**src/hdl/uepu_pkg.sv**
```systemverilog
`timescale 1ns / 1ps
// ============================================================================
// uepu_pkg
// Shared types, constants and helpers for the unicode escape unescaper.
// ============================================================================
package uepu_pkg;

    localparam int HEX_DIGITS  = 4;
    localparam int STORE_DEPTH = HEX_DIGITS - 1;
    localparam int QUEUE_DEPTH = 2;
    localparam int DIGIT_W     = 7;
    localparam int UNIT_W      = 16;

    localparam logic [UNIT_W-1:0] CH_BACKSLASH = 16'h005C;
    localparam logic [UNIT_W-1:0] CH_U         = 16'h0075;
    localparam logic [UNIT_W-1:0] CH_X         = 16'h0078;
    localparam logic [UNIT_W-1:0] CH_ZERO      = 16'h0030;
    localparam logic [UNIT_W-1:0] CH_NUL       = 16'h0000;

    typedef struct packed {
        logic [UNIT_W-1:0] code_unit;
        logic              is_final;
    } in_beat_t;

    typedef struct packed {
        logic [UNIT_W-1:0] out_unit;
        logic              has_unit;
        logic              end_of_pattern;
    } out_beat_t;

    typedef enum logic [2:0] {
        MODE_NORMAL = 3'b001,
        MODE_ESCAPE = 3'b010,
        MODE_HEX    = 3'b100
    } mode_t;

    typedef enum logic [1:0] {
        MAIN_NONE = 2'd0,
        MAIN_UNIT = 2'd1,
        MAIN_BS   = 2'd2,
        MAIN_NUL  = 2'd3
    } main_kind_t;

    typedef logic [STORE_DEPTH-1:0][DIGIT_W-1:0] digit_arr_t;

    // One classified input: optional flush of a broken sequence, then the main part.
    typedef struct packed {
        logic              flush;
        logic [1:0]        digit_n;
        digit_arr_t        digits;
        main_kind_t        kind;
        logic [UNIT_W-1:0] unit;
        logic              fin;
    } cmd_t;

    localparam int CMD_W = $bits(cmd_t);

    function automatic logic [4:0] hex_digit(input logic [UNIT_W-1:0] c);
        logic [4:0] r;
        r = 5'd0;
        if (c >= 16'h0030 && c <= 16'h0039) begin
            r = {1'b1, 4'(c - 16'h0030)};
        end else if (c >= 16'h0061 && c <= 16'h0066) begin
            r = {1'b1, 4'(c - 16'h0057)};
        end else if (c >= 16'h0041 && c <= 16'h0046) begin
            r = {1'b1, 4'(c - 16'h0037)};
        end
        return r;
    endfunction

    function automatic logic is_meta(input logic [UNIT_W-1:0] u);
        logic r;
        case (u) inside
            16'h005E, 16'h0024, 16'h005C, 16'h002E, 16'h002A, 16'h002B, 16'h003F,
            16'h0028, 16'h0029, 16'h007B, 16'h007D, 16'h005B, 16'h005D, 16'h007C:
                r = 1'b1;
            default:
                r = 1'b0;
        endcase
        return r;
    endfunction

endpackage

```
**src/hdl/unicode_escape_pattern_unescaper.sv**
```systemverilog
`timescale 1ns / 1ps
// ============================================================================
// unicode_escape_pattern_unescaper
// Rewrites a pattern stream, decoding backslash-u hex escapes.
// ============================================================================
// The block takes one code unit per cycle and writes one output unit per
// cycle while the queue has room and the output is not stalled. An input
// that expands into several units holds the output port for one beat per
// unit, since the back end emits a single beat per cycle from each queued
// command. The front end classifies each input as it is accepted and
// queues any command in a QUEUE_DEPTH-entry queue, so input keeps flowing
// while expansions drain; the back end registers each output beat.
module unicode_escape_pattern_unescaper #(
    parameter int QUEUE_DEPTH = uepu_pkg::QUEUE_DEPTH
) (
    input  logic                clk,
    input  logic                rst_n,
    input  logic                in_valid,
    output logic                in_ready,
    input  uepu_pkg::in_beat_t  in_beat,
    output logic                out_valid,
    input  logic                out_ready,
    output uepu_pkg::out_beat_t out_beat
);
    import uepu_pkg::*;

    logic queue_full;
    logic push;
    logic pop;
    logic head_valid;
    cmd_t push_cmd;
    cmd_t head_cmd;

    uepu_front u_front (
        .clk        (clk),
        .rst_n      (rst_n),
        .in_valid   (in_valid),
        .in_ready   (in_ready),
        .in_beat    (in_beat),
        .queue_full (queue_full),
        .push       (push),
        .push_cmd   (push_cmd)
    );

    uepu_queue #(
        .DEPTH (QUEUE_DEPTH)
    ) u_queue (
        .clk        (clk),
        .rst_n      (rst_n),
        .push       (push),
        .push_cmd   (push_cmd),
        .full       (queue_full),
        .pop        (pop),
        .head_valid (head_valid),
        .head_cmd   (head_cmd)
    );

    uepu_back u_back (
        .clk        (clk),
        .rst_n      (rst_n),
        .head_valid (head_valid),
        .head_cmd   (head_cmd),
        .pop        (pop),
        .out_valid  (out_valid),
        .out_ready  (out_ready),
        .out_beat   (out_beat)
    );

endmodule

```
**src/hdl/uepu_front.sv**
```systemverilog
`timescale 1ns / 1ps
// ============================================================================
// uepu_front
// Accepts code units, tracks escape parsing and emits a command for each input that yields output, a flush or the end.
// ============================================================================
module uepu_front (
    input  logic              clk,
    input  logic              rst_n,
    input  logic              in_valid,
    output logic              in_ready,
    input  uepu_pkg::in_beat_t in_beat,
    input  logic              queue_full,
    output logic              push,
    output uepu_pkg::cmd_t    push_cmd
);
    import uepu_pkg::*;

    mode_t             mode_reg, mode_next;
    logic [1:0]        count_reg, count_next;
    logic [UNIT_W-1:0] hex_reg, hex_next;
    digit_arr_t        store_reg, store_next;

    logic [UNIT_W-1:0] c;
    logic [4:0]        hd;
    logic [UNIT_W-1:0] hv;
    logic              do_normal;
    logic              accept;
    cmd_t              cmd;

    assign c        = in_beat.code_unit;
    assign hd       = hex_digit(c);
    assign hv       = {hex_reg[UNIT_W-5:0], hd[3:0]};
    assign in_ready = !queue_full;
    assign accept   = in_valid && in_ready;

    always_comb
    begin
        mode_next    = mode_reg;
        count_next   = count_reg;
        hex_next     = hex_reg;
        store_next   = store_reg;
        do_normal    = 1'b0;
        cmd.flush    = 1'b0;
        cmd.digit_n  = count_reg;
        cmd.digits   = store_reg;
        cmd.kind     = MAIN_NONE;
        cmd.unit     = c;
        cmd.fin      = in_beat.is_final;

        unique case (mode_reg)
            MODE_HEX:
            begin
                if (hd[4]) begin
                    if (count_reg == 2'(HEX_DIGITS - 1)) begin
                        mode_next  = MODE_NORMAL;
                        count_next = 2'd0;
                        hex_next   = '0;
                        cmd.unit   = hv;
                        if (hv == CH_NUL) begin
                            cmd.kind = MAIN_NUL;
                        end else if (is_meta(hv)) begin
                            cmd.kind = MAIN_BS;
                        end else begin
                            cmd.kind = MAIN_UNIT;
                        end
                    end else begin
                        store_next[count_reg] = c[DIGIT_W-1:0];
                        count_next            = count_reg + 2'd1;
                        hex_next              = hv;
                    end
                end else begin
                    cmd.flush  = 1'b1;
                    count_next = 2'd0;
                    hex_next   = '0;
                    do_normal  = 1'b1;
                end
            end
            MODE_ESCAPE:
            begin
                if (c == CH_U) begin
                    mode_next  = MODE_HEX;
                    count_next = 2'd0;
                    hex_next   = '0;
                end else begin
                    mode_next = MODE_NORMAL;
                    cmd.kind  = MAIN_BS;
                end
            end
            default:
            begin
                do_normal = 1'b1;
            end
        endcase

        if (do_normal) begin
            if (c == CH_BACKSLASH) begin
                mode_next = MODE_ESCAPE;
            end else begin
                mode_next = MODE_NORMAL;
                cmd.kind  = (c == CH_NUL) ? MAIN_NUL : MAIN_UNIT;
            end
        end

        if (in_beat.is_final) begin
            if (mode_next == MODE_HEX) begin
                cmd.flush   = 1'b1;
                cmd.digit_n = count_next;
                cmd.digits  = store_next;
            end
            mode_next  = MODE_NORMAL;
            count_next = 2'd0;
            hex_next   = '0;
        end
    end

    assign push     = accept && (cmd.fin || cmd.flush || cmd.kind != MAIN_NONE);
    assign push_cmd = cmd;

    always_ff @(posedge clk or negedge rst_n)
    begin
        if (!rst_n) begin
            mode_reg  <= MODE_NORMAL;
            count_reg <= 2'd0;
            hex_reg   <= '0;
        end else if (accept) begin
            mode_reg  <= mode_next;
            count_reg <= count_next;
            hex_reg   <= hex_next;
        end
    end

    always_ff @(posedge clk)
    begin
        if (accept) begin
            store_reg <= store_next;
        end
    end

endmodule

```
**src/hdl/uepu_queue.sv**
```systemverilog
`timescale 1ns / 1ps
// ============================================================================
// uepu_queue
// Short command queue between the front and back ends.
// ============================================================================
module uepu_queue #(
    parameter int DEPTH = uepu_pkg::QUEUE_DEPTH
) (
    input  logic           clk,
    input  logic           rst_n,
    input  logic           push,
    input  uepu_pkg::cmd_t push_cmd,
    output logic           full,
    input  logic           pop,
    output logic           head_valid,
    output uepu_pkg::cmd_t head_cmd
);
    import uepu_pkg::*;

    localparam int PTR_W = (DEPTH > 1) ? $clog2(DEPTH) : 1;
    localparam int CNT_W = $clog2(DEPTH + 1);

    cmd_t             entry_reg [DEPTH];
    logic [PTR_W-1:0] wr_ptr_reg, wr_ptr_next;
    logic [PTR_W-1:0] rd_ptr_reg, rd_ptr_next;
    logic [CNT_W-1:0] count_reg, count_next;
    logic             do_push, do_pop;

    assign full       = (count_reg == CNT_W'(DEPTH));
    assign head_valid = (count_reg != '0);
    assign head_cmd   = entry_reg[rd_ptr_reg];
    assign do_push    = push && !full;
    assign do_pop     = pop && head_valid;

    always_comb
    begin
        wr_ptr_next = wr_ptr_reg;
        rd_ptr_next = rd_ptr_reg;
        count_next  = count_reg;
        if (do_push) begin
            wr_ptr_next = (wr_ptr_reg == PTR_W'(DEPTH - 1)) ? '0 : wr_ptr_reg + 1'b1;
        end
        if (do_pop) begin
            rd_ptr_next = (rd_ptr_reg == PTR_W'(DEPTH - 1)) ? '0 : rd_ptr_reg + 1'b1;
        end
        if (do_push && !do_pop) begin
            count_next = count_reg + 1'b1;
        end else if (!do_push && do_pop) begin
            count_next = count_reg - 1'b1;
        end
    end

    always_ff @(posedge clk or negedge rst_n)
    begin
        if (!rst_n) begin
            wr_ptr_reg <= '0;
            rd_ptr_reg <= '0;
            count_reg  <= '0;
        end else begin
            wr_ptr_reg <= wr_ptr_next;
            rd_ptr_reg <= rd_ptr_next;
            count_reg  <= count_next;
        end
    end

    always_ff @(posedge clk)
    begin
        if (do_push) begin
            entry_reg[wr_ptr_reg] <= push_cmd;
        end
    end

endmodule

```
**src/hdl/uepu_back.sv**
```systemverilog
`timescale 1ns / 1ps
// ============================================================================
// uepu_back
// Expands each queued command into output beats, one per cycle unless stalled.
// ============================================================================
module uepu_back (
    input  logic               clk,
    input  logic               rst_n,
    input  logic               head_valid,
    input  uepu_pkg::cmd_t     head_cmd,
    output logic               pop,
    output logic               out_valid,
    input  logic               out_ready,
    output uepu_pkg::out_beat_t out_beat
);
    import uepu_pkg::*;

    logic [2:0]  idx_reg, idx_next;
    logic        out_valid_reg, out_valid_next;
    out_beat_t   out_beat_reg, out_beat_next;

    logic [2:0]  flush_n;
    logic [2:0]  main_n;
    logic [3:0]  total;
    logic        empty;
    logic [2:0]  last_idx;
    logic [2:0]  j;
    logic [2:0]  d_idx;
    logic        load;
    logic        is_last;
    logic [UNIT_W-1:0] unit;

    assign flush_n  = head_cmd.flush ? 3'(head_cmd.digit_n) + 3'd1 : 3'd0;
    assign total    = 4'(flush_n) + 4'(main_n);
    assign empty    = (total == 4'd0);
    assign last_idx = empty ? 3'd0 : 3'(total - 4'd1);
    assign is_last  = (idx_reg == last_idx);
    assign j        = idx_reg - flush_n;
    assign d_idx    = idx_reg - 3'd1;
    assign load     = !out_valid_reg || out_ready;
    assign pop      = load && head_valid && is_last;

    always_comb
    begin
        case (head_cmd.kind)
            MAIN_UNIT: main_n = 3'd1;
            MAIN_BS:   main_n = 3'd2;
            MAIN_NUL:  main_n = 3'd4;
            default:   main_n = 3'd0;
        endcase
    end

    always_comb
    begin
        unit = head_cmd.unit;
        if (idx_reg < flush_n) begin
            if (idx_reg == 3'd0) begin
                unit = CH_U;
            end else begin
                unit = UNIT_W'(head_cmd.digits[d_idx[1:0]]);
            end
        end else begin
            case (head_cmd.kind)
                MAIN_BS:
                begin
                    unit = (j == 3'd0) ? CH_BACKSLASH : head_cmd.unit;
                end
                MAIN_NUL:
                begin
                    case (j[1:0])
                        2'd0:    unit = CH_BACKSLASH;
                        2'd1:    unit = CH_X;
                        default: unit = CH_ZERO;
                    endcase
                end
                default:
                begin
                    unit = head_cmd.unit;
                end
            endcase
        end
    end

    always_comb
    begin
        out_valid_next = out_valid_reg;
        out_beat_next  = out_beat_reg;
        idx_next       = idx_reg;
        if (load) begin
            out_valid_next = head_valid;
            if (head_valid) begin
                out_beat_next.out_unit       = empty ? CH_NUL : unit;
                out_beat_next.has_unit       = !empty;
                out_beat_next.end_of_pattern = head_cmd.fin && is_last;
                idx_next                     = is_last ? 3'd0 : idx_reg + 3'd1;
            end
        end
    end

    always_ff @(posedge clk or negedge rst_n)
    begin
        if (!rst_n) begin
            idx_reg       <= 3'd0;
            out_valid_reg <= 1'b0;
        end else begin
            idx_reg       <= idx_next;
            out_valid_reg <= out_valid_next;
        end
    end

    always_ff @(posedge clk)
    begin
        out_beat_reg <= out_beat_next;
    end

    assign out_valid = out_valid_reg;
    assign out_beat  = out_beat_reg;

endmodule

```
**config.mk**
```make
export PLATFORM = sky130hd
export DESIGN_NAME = unicode_escape_pattern_unescaper
export DESIGN_NICKNAME = d
export VERILOG_FILES = /design/src/hdl/uepu_pkg.sv /design/src/hdl/unicode_escape_pattern_unescaper.sv /design/src/hdl/uepu_front.sv /design/src/hdl/uepu_queue.sv /design/src/hdl/uepu_back.sv
export SDC_FILE = /design/constraint.sdc
export NUM_CORES = 1
export LEC_CHECK = 0
export BUFFER_PORTS_ARGS = -buffer_cell sky130_fd_sc_hd__buf_2
export CAP_MARGIN = 30
export CORE_ASPECT_RATIO = 1.1
export CORE_MARGIN = 5
export CORE_UTILIZATION = 32
export DETAILED_ROUTE_END_ITERATION = 12
export GPL_TIMING_DRIVEN = 0
export SKIP_LAST_GASP = 1
export SYNTH_ARGS = -nofsm -noshare
export SYNTH_HDL_FRONTEND = slang
export SYNTH_SLANG_ARGS = --single-unit
export TNS_END_PERCENT = 30
```
**constraint.sdc**
```tcl
create_clock -name clk -period 4.1 [get_ports clk]
set_input_delay 0.205 -clock clk [delete_from_list [all_inputs] [get_ports clk]]
set_output_delay 0.205 -clock clk [all_outputs]
set_load 0.05 [all_outputs]
```
### Yosys cells after proc, flatten, opt, wreduce, memory -nomap -nowiden

Memories as Yosys holds them, arrays and structs flattened.
Cells that the tools add are included.

* output and inout port bits: 20
* register bits: 64
* input bits: 21
* memories: 1
* memory bits (writable): 86
* logic and storage cells: 163

* add/subtract/negate cells: 14
* multiplexer cells: 63
* reductions and logical operators: 34
* equal/unequal tests: 27
* order comparisons: 10

Memory list
* u_queue.entry_reg: depth 2, width 43, rd ports 1, clocked after Yosys merged registers in 0, write ports 1, RTL line uepu_queue.sv:23 `cmd_t entry_reg [DEPTH];`

Operator list (count)
* equality test 16 x 7 -> 1 bit, second input constant: 9
* equality test 16 x 6 -> 1 bit, second input constant: 7
* 2-to-1 mux 21 bit: 3
* 2-to-1 mux 12 bit: 4
* 2-to-1 mux 16 bit: 3
* 2-to-1 mux 24 bit: 2
* 2-to-1 mux 18 bit: 2
* >= comparator 16 x 7 -> 1 bit, second input constant: 2
* less-or-equal comparator 16 x 7 -> 1 bit, second input constant: 2
* zero test 16 bit: 2
* one-hot mux 16 bit (2 select lines): 1
* 2-to-1 mux 2 bit: 13
* 2-to-1 mux 3 bit: 8
* one-hot mux 12 bit (2 select lines): 1
* bitwise mux 21 bit: 1
* 2-to-1 mux 7 bit: 3
* >= comparator 16 x 6 -> 1 bit, second input constant: 1
* less-or-equal comparator 16 x 6 -> 1 bit, second input constant: 1
* 2-to-1 mux 5 bit: 3
* binary-select mux 7 bit (select 2 bit): 1
* demux 7 bit (select 2 bit): 1
* one-hot mux 7 bit (2 select lines): 1
* OR reduction 14 bit: 1
* logical AND 1 bit: 13
* 33 further kinds: 63

### Longest topological paths before layout

Gate-level depths: netlist of run 1.

* word-level depth: 27
* depth in mapped cells: 19
* depth with buffers taken out: 16

### Modules after synthesis

A second synthesis of run 1 with hierarchy kept.

* cells, all modules: 591
* area total of the unflattened synthesis: 8122.8 µm²

By module, submodules not included
* uepu_queue: cells each 153, seq. area each 2682.6 µm², area each 3504.6 µm², instances 1
* uepu_front: cells each 285, seq. area each 1057.3 µm², area each 3094.2 µm², instances 1
* uepu_back: cells each 153, seq. area each 640.6 µm², area each 1524.0 µm², instances 1

### Least setup slack after synthesis of run 1

No wires, ideal clock.

* path kind: input -> register
* from: input in_beat[2] (netlist bit)
* to: memory u_queue.entry_reg[0][0] (netlist bit) (enable)
* path buffers: 1
* required time: 3.651 ns
* cell stages on the path: 10
* setup slack: -0.384 ns
* data arrival time: 4.036 ns
* cell sequence: clkbuf_1 inv_1 ha_1 nor3b_1 a2111o_1 o32a_4 nand2_4 a21oi_2 o31a_1 nor2b_1

* cells in the longest elaborated chain, start to end: 25

RTL lines
* from (decl): RTL line unicode_escape_pattern_unescaper.sv:20 `input uepu_pkg::in_beat_t in_beat,`
* >= comparator 16 x 7 -> 1 bit / less-or-equal comparator 16 x 7 -> 1 bit (equally long branches): RTL line uepu_pkg.sv:65 `end else if (c >= 16'h0041 && c <= 16'h0046) begin`
* logical AND 1 bit: RTL line uepu_pkg.sv:65
* 2-to-1 mux 5 bit: RTL line uepu_pkg.sv:65
* 2-to-1 mux 5 bit: RTL line uepu_pkg.sv:63 `end else if (c >= 16'h0061 && c <= 16'h0066) begin`
* 2-to-1 mux 5 bit: RTL line uepu_pkg.sv:61 `if (c >= 16'h0030 && c <= 16'h0039) begin`
* equality test 16 x 7 -> 1 bit / equality test 16 x 6 -> 1 bit (equally long branches): RTL line uepu_front.sv:61 `end else if (is_meta(hv)) begin`
* OR reduction 14 bit: RTL line uepu_pkg.sv:73 `case (u) inside`
* 2-to-1 mux 1 bit: RTL line uepu_pkg.sv:73
* [... 10 more ...]
* 2-to-1 mux 2 bit: RTL line uepu_front.sv:95 `if (do_normal) begin`
* nonzero test 2 bit: RTL line uepu_front.sv:116 `assign push = accept && (cmd.fin || cmd.flush || cmd.kind != MAIN_NONE);`
* logical OR 1 bit *: RTL line uepu_front.sv:116
* logical AND 1 bit *: RTL line uepu_front.sv:116
* logical AND 1 bit *: RTL line uepu_queue.sv:32 `assign do_push = push && !full;`
* via u_queue.do_push: RTL line uepu_queue.sv:27 `logic do_push, do_pop;`
* 2-to-1 mux 1 bit *: RTL line uepu_queue.sv:68 `if (do_push) begin`
* 2-to-1 mux 1 bit (implied by the code) *: RTL line uepu_queue.sv:69 `entry_reg[wr_ptr_reg] <= push_cmd;`
* to (decl): RTL line uepu_queue.sv:23

The timed path passes the listed nets; every way through them passes the cells marked *. The select of a mux whose other input is x is not followed.

### Final worst setup path of run 1

* from: register u_queue.rd_ptr_reg
* to: register u_queue.count_reg[1]

* cells in the longest elaborated chain, start to end: 12

RTL lines
* from (decl): RTL line uepu_queue.sv:25 `logic [PTR_W-1:0] rd_ptr_reg, rd_ptr_next;`
* from (signal assigned): RTL line uepu_queue.sv:61 `rd_ptr_reg <= rd_ptr_next;`
* memory (2 x 43 bit) *
* adder 2 x 1 -> 3 bit (tied with other cells): RTL line uepu_back.sv:33 `assign flush_n = head_cmd.flush ? 3'(head_cmd.digit_n) + 3'd1 : 3'd0;`
* 2-to-1 mux 3 bit / one-hot mux 3 bit (3 select lines) (equally long branches): RTL line uepu_back.sv:33, uepu_back.sv:45
* adder 3 x 3 -> 4 bit *: RTL line uepu_back.sv:34 `assign total = 4'(flush_n) + 4'(main_n);`
* subtractor 3 x 1 -> 3 bit / zero test 4 bit (equally long branches): RTL line uepu_back.sv:36, uepu_back.sv:35
* 2-to-1 mux 3 bit *: RTL line uepu_back.sv:36 `assign last_idx = empty ? 3'd0 : 3'(total - 4'd1);`
* equality test 3 bit *: RTL line uepu_back.sv:37 `assign is_last = (idx_reg == last_idx);`
* logical AND 1 bit *: RTL line uepu_back.sv:41 `assign pop = load && head_valid && is_last;`
* logical AND 1 bit *: RTL line uepu_queue.sv:33 `assign do_pop = pop && head_valid;`
* zero test 1 bit: RTL line uepu_queue.sv:46 `if (do_push && !do_pop) begin`
* logical AND 1 bit: RTL line uepu_queue.sv:46
* 2-to-1 mux 2 bit / nonzero test 2 bit (equally long branches)
* to (signal assigned): RTL line uepu_queue.sv:62 `count_reg <= count_next;`
* to (decl): RTL line uepu_queue.sv:26 `logic [CNT_W-1:0] count_reg, count_next;`

Mark *: on every way between the ends. The rest lies on a longest branch, timed or not.
A chain may end at the register's enable or synchronous reset.

==> flow_summary.toml, run 1 <==
[status]
status = "finished clean"

[setup_path]
regToRegEndpoint = "u_queue.count_reg[1]"
timing.critical_path.from_type = "flip-flop"
critPathMostFrequentCell = "sky130_fd_sc_hd__buf_6"
critical-path-max-stage-delay_ns = 0.39
reg2reg_slack_ns = 0.26
path_buf_inv = 5
critical_path.endpoint_type = "flip-flop"
timing.setup.critical_path_class = "flip-flop to flip-flop"
cell_family_with_the_largest_share_of_critical_path_delay = "adder cells"
timing.critical_path.to = "u_queue.count_reg[1]"
crit_required_ns = 4.44
rr_startpoint = "u_queue.rd_ptr_reg"
worstSetupStartpoint = "u_queue.rd_ptr_reg"
number_of_cell_instances_on_the_worst_register_to_register_path = 17
critical_path_arrival_ns = 4.19
worst-path-max-fanout = 10
cp.depth = 17
crit_path_cell_trace = "buf_6 -> buf_6 -> buf_6 -> mux2_2 -> ha_1 -> nand2_1 -> fa_2 -> nor2_1 -> a31oi_2 -> buf_4 -> o41ai_2 -> o221ai_2 -> nor2_2 -> inv_1 -> ha_1 -> nor2_1 -> xor2_1"
crit_slowest_cell = "sky130_fd_sc_hd__fa_2"

[cells_and_area]
final_design_area_no_fill_mm2 = 0.00905
finalCoreUtilization_pct = 38.3
syn_to_final_growth_pct = 18.3
number_of_diodes = 0
largest_reg_flops = 86
final_net_count = 694
final_cell_mix = "125 x sky130_fd_sc_hd__edfxtp_1, 49 x sky130_fd_sc_hd__nand2_1, 43 x sky130_fd_sc_hd__buf_2"
layout-drive-gt1-share_pct = 24.8
layout_commonest_cell = "sky130_fd_sc_hd__edfxtp_1"
instances_no_fill = 971

[logic_synthesis]
yosys_register_bits = 150
postSynthNetCount = 627
synth.avg_cell_area_um2 = 13.1
number_of_enable_type_register_cells_in_the_synthesized_netlist = 125
synthesis.instances = 586
synth_area_mm2 = 0.00765
share_of_synthesized_area_occupied_by_flip_flops_and_latches_pct = 57.2
synth_top_flop_cell = "sky130_fd_sc_hd__edfxtp_1"
post_synth_num_cell_types = 81
synth_async_reset_ratio_pct = 16.7
ys.warnings.count = 0

[sta]
finalMaxSlewViolations = 0
final.setup_skew_ns = 0.00755
hold_ws_ns = 0.0630
max_transition_margin_pct = 32.2
hold_viol_final = 0
setup_viol_count_final = 0
maximum_clock_frequency_ghz = 0.260
period_needed_ns = 3.84
tightestPinTransition_ns = 1.01
fin_crit_sh_pct = 93.7

[pwr]
total_leakage_power_nw = 3.23
maximum_vdd_drop_uv = 334
design_power_total_w = 0.00603
pwr_dens_mw_per_mm2 = 666

[job]
timing.max_cap.violations = 0

[cts]
cts.path.max_buffers = 2
cts_inserted_buffers = 17
cts.htree.levels = 4
clock_tree.root_cell = "sky130_fd_sc_hd__clkbuf_16"
path_clk_slew_ns = 0.06
clock_latency_ns = 0.42
cts_tree = "built"
num_clock_sinks = 150

[placed_design]
place_congestion = 0.873
place_area_mm2 = 0.00831
port_buffers = 39
dp.cells = 934
hpwlAfterDp_mm = 12.3

[route]
drt_iter0_drc = 382
wire_per_inst_um = 17.2
drtPass1Iterations = 5
vias_per_cell = 5.08
vias = 4935
drc = 0
wl_mm = 16.7
drtAntennaViolNets = 0

[floorplan]
initial_core_util_pct = 32.4
floorplan.die_area_mm2 = 0.0271
placement_rows = 59
die_width_um = 157
die_height_um = 172
design.core.area_mm2 = 0.0236
ios = 41

[global_routing]
grt_overflow_total = 0
number_of_global_route_vias_before_repair = 4815
track_usage_pct = 12.8
global_route_wire_length_before_repair_mm = 26.8
initial_antenna_violation_count = 0
grt_start_max_net_pins = 34

[min_path]
min-delay-path-class = "input pin to flip-flop"
[what timing repair did]
item,4_1_cts,5_1_grt
endpoints found under the setup margin,24,12
setup buffers,1,3
pin swaps,1,0
resized for setup,9,7
hold buffers,1,0
endpoints found under the hold margin,24,0
[cell families (layout without fill, tap and decap cells)]
logic type	count (synthesis)	after routing	synth area share (%)
XOR/XNOR	10	10	1.14
buffers and inverters	44	124	2.29
multiplexers	76	76	12.6
AO/OA/AOI/OAI	106	106	9.97
adder cells (fa/ha/maj)	20	20	3.47
flip-flops	150	150	57.2
AND/OR/NAND/NOR	180	180	13.2
[per-layer routing]
metal	up-vias	GRT usage [%]	share of wire (%)
met3	24	2.95	4.1
met2	122	20.8	49
met4	0	4.90	1.9
met1	2409	16.9	45
li1	2380	-	-
met5	-	0	0
[power by group]
part	leakage [nW]	switching, W	total (W)	internal, W
registers	1.30	0.0000944	0.00213	0.00203
logic	1.62	0.00148	0.00222	0.000735
clock network	0.308	0.000583	0.00168	0.00110
[worst min-delay path by stage]
stage | start | slack, ns | endpoint | cells after the start
detailed placement | rst_n | 0.24 | u_queue.count_reg[1] | 1
global route | out_ready | 0.05 | u_back.out_valid | 3
finish | out_ready | 0.06 | u_back.out_valid | 3
CTS | out_ready | 0.05 | u_back.out_valid | 3
floorplan | rst_n | -0.09 | u_back.idx_reg[0] | 0
global placement | rst_n | 0.24 | u_queue.count_reg[1] | 1
[final cells by class]
type                            count  area [um2]
Fill cell                        2266       14600
Sequential cell                   150        4380
Multi-Input combinational cell    392        3140
Clock buffer                       21         450
Tap cell                          305         382
Timing Repair Buffer               48         308
Clock inverter                     11         196
Buffer                             23         116
Inverter                           21        78.8
[synth_stat cells, types with 3 or more instances]
master	n	area, um2
sky130_fd_sc_hd__inv_1	20	75.1
sky130_fd_sc_hd__nor2b_1	9	56.3
sky130_fd_sc_hd__mux2_2	31	349
sky130_fd_sc_hd__nand2b_1	5	31.3
sky130_fd_sc_hd__and2_1	5	31.3
sky130_fd_sc_hd__a22o_1	9	78.8
sky130_fd_sc_hd__mux2_4	16	240
sky130_fd_sc_hd__nand3_1	13	65.1
sky130_fd_sc_hd__nand4_1	7	43.8
sky130_fd_sc_hd__nand2_1	49	184
sky130_fd_sc_hd__nor4_1	6	37.5
sky130_fd_sc_hd__a211oi_1	5	37.5
sky130_fd_sc_hd__dfrtp_1	24	601
sky130_fd_sc_hd__mux2i_1	22	220
sky130_fd_sc_hd__xor2_1	5	43.8
sky130_fd_sc_hd__a221oi_1	3	26.3
sky130_fd_sc_hd__clkbuf_1	14	52.6
sky130_fd_sc_hd__nor3b_1	5	37.5
sky130_fd_sc_hd__o21ai_0	25	125
sky130_fd_sc_hd__edfxtp_1	125	3750
sky130_fd_sc_hd__buf_2	5	25.0
sky130_fd_sc_hd__nand3_4	3	52.6
sky130_fd_sc_hd__a21oi_1	16	80.1
sky130_fd_sc_hd__xnor2_1	5	43.8
sky130_fd_sc_hd__nand4b_1	4	35.0
sky130_fd_sc_hd__nor2_1	39	146
sky130_fd_sc_hd__ha_1	18	225
sky130_fd_sc_hd__nor4b_1	3	26.3
sky130_fd_sc_hd__a21o_1	12	90.1
sky130_fd_sc_hd__buf_1	3	11.3
sky130_fd_sc_hd__mux4_2	7	158
sky130_fd_sc_hd__nand3b_1	4	30.0
sky130_fd_sc_hd__nor3_1	8	40.0
[worst min-delay path, cell delays in order]
cell and delay (ns):
sky130_fd_sc_hd__buf_2 0.07, sky130_fd_sc_hd__nand2b_1 0.11, sky130_fd_sc_hd__nand2_1 0.05
[stage by stage]
step / setup slack, ns / TNS, ns
6_report: 0.257 / 0
5_1_grt: -0.0329 / -0.0329
2_1_floorplan: -0.0513 / -0.0513
3_3_place_gp: -1.07 / -96.48
3_5_place_dp: -0.873 / -12.82
4_1_cts: 0.0248 / 0
Power figures use the tool's default switching activity.
==> run 2, diff against run 1 <==
--- a/config.mk
+++ b/config.mk
@@ -7,7 +7,7 @@
 export LEC_CHECK = 0
 export BUFFER_PORTS_ARGS = -buffer_cell sky130_fd_sc_hd__buf_2
 export CAP_MARGIN = 30
-export CORE_ASPECT_RATIO = 1.1
+export CORE_ASPECT_RATIO = 0.8
 export CORE_MARGIN = 5
 export CORE_UTILIZATION = 32
 export DETAILED_ROUTE_END_ITERATION = 12
==> run 2 against run 1 <==
  * Sequential power about the same
  * Critical path type unchanged
  * Routed wire length increased by 3.6%
  * Setup slack got worse by 0.022 ns
  * Flip-flop and latch count unchanged
  * Clock power decreased by 5%
  * Global-route usage increased by 0.20 points
  * Non-clock buffer count decreased by 2
  * Count of clock-buffer cells in the layout decreased by 2
  * First-iteration DRC count increased by 21%
  * Highest routed layer unchanged
  * Critical path depth unchanged
  * Register-to-register slack got worse by 0.02 ns
  * Maximum frequency decreased by 0.56%
==> flow_summary.toml, run 2 (same netlist as run 1, synthesis figures left out) <==
[cells_and_area]
final_net_count = 692
number_of_diodes = 0
layout_commonest_cell = "sky130_fd_sc_hd__edfxtp_1"
layout-drive-gt1-share_pct = 24.8
syn_to_final_growth_pct = 17.9
final_design_area_no_fill_mm2 = 0.00902
final_cell_mix = "125 x sky130_fd_sc_hd__edfxtp_1, 49 x sky130_fd_sc_hd__nand2_1, 42 x sky130_fd_sc_hd__buf_2"
finalCoreUtilization_pct = 38.5
final.fill_count = 2213
largest_reg_flops = 86
instances_no_fill = 976

[setup_path]
worstSetupStartpoint = "u_queue.rd_ptr_reg"
timing.critical_path.from_type = "flip-flop"
critical-path-max-stage-delay_ns = 0.39
critical_path.endpoint_type = "flip-flop"
crit_path_cell_trace = "buf_12 -> buf_8 -> buf_8 -> mux2_2 -> ha_1 -> nand2_1 -> fa_2 -> nor2b_1 -> a31oi_2 -> o21ai_1 -> a21boi_1 -> o221ai_2 -> nor2_2 -> inv_1 -> ha_1 -> nor2_1 -> xor2_1"
rr_startpoint = "u_queue.rd_ptr_reg"
path_buf_inv = 4
cell_family_with_the_largest_share_of_critical_path_delay = "adder cells"
critical_path_arrival_ns = 4.21
timing.setup.critical_path_class = "flip-flop to flip-flop"
crit_required_ns = 4.44
crit_slowest_cell = "sky130_fd_sc_hd__fa_2"
worst-path-max-fanout = 10

[global_routing]
number_of_global_route_vias_before_repair = 4727
grt_overflow_total = 0
global_route.usage.met2_pct = 18.0
global_route_wire_length_before_repair_mm = 27.6
met3_usage_pct = 2.79
track_usage_pct = 13.0
met1_usage_pct = 20.3
initial_antenna_violation_count = 0
grt-busiest-layer = "met1"
grt_start_max_net_pins = 32

[cts]
clock_latency_ns = 0.42
clock_tree.root_cell = "sky130_fd_sc_hd__clkbuf_16"
cts.path.max_buffers = 2
cts.htree.levels = 4
cts_inserted_buffers = 17
path_clk_slew_ns = 0.06
num_clock_sinks = 150
cts_tree = "built"

[sta]
final.setup_skew_ns = 0.0106
finalMaxSlewViolations = 0
max_transition_margin_pct = 32.6
setup_viol_count_final = 0
fin_crit_sh_pct = 94.3
maximum_clock_frequency_ghz = 0.259
period_needed_ns = 3.86
fin_tns_setup_ns = 0
tightestPinTransition_ns = 1.00
hold_ws_ns = 0.0798
hold_viol_final = 0

[min_path]
min-delay-path-class = "input pin to flip-flop"
min_delay_src = "out_ready"

[floorplan]
ios = 41
floorplan.die_area_mm2 = 0.0271
die_width_um = 183
placement_rows = 50
design.core.area_mm2 = 0.0235
initial_core_util_pct = 32.6
die_height_um = 148

[pwr]
pwr_dens_mw_per_mm2 = 660
total_leakage_power_nw = 3.21
maximum_vdd_drop_uv = 321

[route]
drt_iter0_drc = 464
vias = 5025
drc = 0
wire_per_inst_um = 17.8
drtAntennaViolNets = 0
vias_per_cell = 5.15
wl_mm = 17.4
drtPass1Iterations = 5

[placed_design]
place_congestion = 0.889
port_buffers = 39
place_area_mm2 = 0.00829
hpwlAfterDp_mm = 12.7
dp.cells = 939

[job]
timing.max_cap.violations = 0

[status]
status = "finished clean"
==> run 2: changes by cell type in the layout (fill, tap and decap cells not counted), sizes merged <==
cell,previous run,this run
buf,56,54
bufinv,5,3
clkbuf,35,33
clkinv,2,4
clkinvlp,2,3
inv,23,24
==> run 2: final timing paths <==
path | endpoint | slack, ns | cells after the start
max | u_queue.count_reg[1] | 0.24 | 17
min reg2reg | u_back.out_valid | 0.51 | 2
max reg2reg | u_queue.count_reg[1] | 0.24 | 17
min | u_back.out_valid | 0.08 | 3
max in group asynchronous | u_front.mode_reg[2] | 3.34 | 2
min in group asynchronous | u_queue.count_reg[1] | 0.34 | 2
==> run 2: timing repair <==
action | 4_1_cts | 5_1_grt
pin swaps | 0 | 3
gates resized for setup | 8 | 12
setup buffers | 0 | 3
hold buffers | 1 | 0
endpoints found under the setup margin | 24 | 12
hold endpoints to repair | 24 | 0
==> run 2: through the flow <==
stage	power [W]	worst slack, ns
6_report	0.00596	0.235
5_1_grt	0.00627	-0.00935
4_1_cts	0.00588	-0.102
3_5_place_dp	0.00424	-0.854
3_3_place_gp	0.00419	-1.14
2_1_floorplan	0.00367	-0.0513
==> run 2: worst reg2reg max path: cells and delay by family, from the launching register on <==
family	cells	cell delay (ns)
and+or+nand+nor	4	0.62
DFF	1	0.37
buffers and inverters	4	0.57
adders and majority gates	3	0.99
muxes	1	0.37
xor gates and xnor gates	1	0.14
AOI/OAI and AO/OA	4	0.74
==> run 2: power by group <==
group / switching (W) / internal [W] / total, W / leakage [nW]
logic: 0.00149 / 0.000743 / 0.00224 / 1.61
clock network: 0.000613 / 0.000980 / 0.00159 / 0.291
registers: 0.0000952 / 0.00203 / 0.00213 / 1.30
==> run 2: metal layers <==
| layer | part of all wire, % | wire length (um) | vias up |
|---|---|---|---|
| met5 | 0 | 0 | - |
| met4 | 1.5 | 267 | 0 |
| met3 | 4.3 | 745 | 23 |
| met2 | 43 | 7410 | 115 |
| met1 | 51 | 8930 | 2508 |
| li1 | - | - | 2379 |
==> run 2: layout make-up <==
class	count	area [um2]	area share [%]
Clock buffer	19	443	4.91
Multi-Input combinational cell	392	3130	34.7
Buffer	23	133	1.47
Inverter	21	78.8	0.873
Timing Repair Buffer	46	295	3.27
Clock inverter	13	170	1.89
Tap cell	312	390	4.33
Sequential cell	150	4380	48.5
==> run 3, diff against run 2 <==
--- a/config.mk
+++ b/config.mk
@@ -7,9 +7,8 @@
 export LEC_CHECK = 0
 export BUFFER_PORTS_ARGS = -buffer_cell sky130_fd_sc_hd__buf_2
 export CAP_MARGIN = 30
-export CORE_ASPECT_RATIO = 0.8
 export CORE_MARGIN = 5
-export CORE_UTILIZATION = 32
+export CORE_UTILIZATION = 30
 export DETAILED_ROUTE_END_ITERATION = 12
 export GPL_TIMING_DRIVEN = 0
 export SKIP_LAST_GASP = 1
==> run 3 against run 2 <==
  * Critical path depth decreased by 5
  * Count of clock-buffer cells in the layout increased by 6
  * First-iteration DRC count decreased by 16%
  * Global-route usage decreased by 0.73 points
  * Power decreased by 1.1%
  * Cell count increased by 2.2%
  * Routed wire length decreased by 0.52%
  * Maximum frequency increased by 2.6%
  * Sequential power about the same
  * Flip-flop and latch count unchanged
  * Largest cell class unchanged
==> flow_summary.toml, run 3 (same netlist as run 1, synthesis figures left out) <==
[placed_design]
port_buffers = 39
hpwlAfterDp_mm = 12.6
place_congestion = 0.879

[sta]
setup_viol_count_final = 0
period_needed_ns = 3.77
fin_crit_sh_pct = 91.9
max_transition_margin_pct = 40.7
maximum_clock_frequency_ghz = 0.265
unrepaired_setup_endpoints_after_global_routing = "false"
finalMaxSlewViolations = 0
tightestPinTransition_ns = 0.889
hold_viol_final = 0
final.setup_skew_ns = 0.0114

[cells_and_area]
layout-drive-gt1-share_pct = 24.4
final.fill_count = 2415
finalCoreUtilization_pct = 35.9
number_of_diodes = 0
largest_reg_flops = 86
final_net_count = 695
final_cell_mix = "125 x sky130_fd_sc_hd__edfxtp_1, 49 x sky130_fd_sc_hd__nand2_1, 44 x sky130_fd_sc_hd__buf_2"
layout_commonest_cell = "sky130_fd_sc_hd__edfxtp_1"
syn_to_final_growth_pct = 18.1

[cts]
clock_tree.root_cell = "sky130_fd_sc_hd__clkbuf_16"
cts_inserted_buffers = 17
cts.htree.levels = 4
cts.path.max_buffers = 2
cts_tree = "built"
path_clk_slew_ns = 0.06
clock_latency_ns = 0.42
num_clock_sinks = 150

[global_routing]
grt_overflow_total = 0
initial_antenna_violation_count = 0
global_route_wire_length_before_repair_mm = 27.6
track_usage_pct = 12.3
grt_start_max_net_pins = 34
number_of_global_route_vias_before_repair = 4956

[floorplan]
die_width_um = 170
die_height_um = 170
floorplan.die_area_mm2 = 0.0288
placement_rows = 58
initial_core_util_pct = 30.4
design.core.area_mm2 = 0.0252
ios = 41

[min_path]
min-delay-path-class = "input pin to flip-flop"

[pwr]
design_power_total_w = 0.00589
pwr_dens_mw_per_mm2 = 652
maximum_vdd_drop_uv = 436
total_leakage_power_nw = 3.21

[route]
vias_per_cell = 4.99
drtPass1Iterations = 5
wire_per_inst_um = 17.3
wl_mm = 17.3
vias = 4980
drc = 0
drt_iter0_drc = 389
drtAntennaViolNets = 0

[job]
timing.max_cap.violations = 0

[setup_path]
critical_path.endpoint_type = "flip-flop"
path_buf_inv = 4
critical_path_arrival_ns = 3.88
cell_family_with_the_largest_share_of_critical_path_delay = "simple AND/OR/NAND/NOR gates"
worst-path-max-fanout = 25
crit_required_ns = 4.21
crit_path_cell_trace = "buf_2 -> clkbuf_1 -> inv_1 -> ha_1 -> nor3b_1 -> a2111o_1 -> o32a_4 -> nand2_4 -> a21oi_2 -> o31a_1 -> nor2b_4 -> buf_12"
timing.setup.critical_path_class = "input pin to flip-flop"
crit_slowest_cell = "sky130_fd_sc_hd__nor2b_4"
critical-path-max-stage-delay_ns = 0.60
timing.critical_path.from_type = "input pin"

[status]
status = "finished clean"
[run 3: stage by stage]
step | TNS (ns) | hold slack, ns | setup slack, ns | cell area (um2) | instances
after floorplan | -0.0513 | -0.0906 | -0.0513 | 7650 | 586
after global placement | -95.39 | 0.253 | -1.08 | 8260 | 955
after detailed placement | -13.14 | 0.241 | -0.860 | 8350 | 960
after CTS | 0 | 0.0554 | 0.0173 | 8970 | 993
after global routing | 0 | 0.0959 | 0.0601 | 9040 | 997
final | 0 | 0.0909 | 0.333 | 9040 | 997
[run 3: metal layers]
layer  GRT usage (%)  wire length [um]
met1            16.5              7990
met2            19.5              8170
met3            2.73               755
met4            4.62               336
met5               0                 0
[run 3: path summary, 6_finish.rpt]
check	slack, ns	startpoint	endpoint	cells past startpoint
worst max register to register	0.34	u_queue.rd_ptr_reg	u_queue.count_reg[1]	16
worst min register to register	0.52	u_queue.count_reg[1]	u_queue.count_reg[1]	1
max in group asynchronous	3.36	rst_n	u_front.hex_reg[10]	2
worst min-delay path	0.09	out_ready	u_back.out_valid	3
min in group asynchronous	0.34	rst_n	u_queue.count_reg[1]	2
worst max-delay path	0.33	in_beat[2]	u_queue.entry_reg[0][26]	12
[run 3: final cells by class]
| type | count | area, um2 | area share [%] |
|---|---|---|---|
| flip-flops and latches | 150 | 4380 | 48.5 |
| multi-input cells | 392 | 3150 | 34.9 |
| clock buffers | 25 | 485 | 5.37 |
| well taps | 330 | 413 | 4.57 |
| repair buffers | 50 | 320 | 3.54 |
| plain buffers | 22 | 114 | 1.26 |
| clock inverters | 7 | 95.1 | 1.05 |
| inverters | 21 | 78.8 | 0.872 |
[run 3: worst min-delay path: cells and delay by family]
kind          cells  cell delay, ns
buf+inv           1            0.08
simple gates      2            0.19
[run 3: where the power goes]
group          internal, W  leakage [nW]  total (W)  switching, W
registers          0.00203          1.30    0.00213     0.0000986
logic             0.000743          1.63    0.00224       0.00150
clock network     0.000946         0.282    0.00152      0.000574
total              0.00372          3.21    0.00589       0.00217
[run 3: timing repair]
item | CTS | global route
buffers inserted | 0 | 5
hold buffers | 1 | 0
pin swaps | 0 | 3
resized for setup | 10 | 8
endpoints found under the hold margin | 24 | 0
endpoints found under the setup margin | 24 | 4
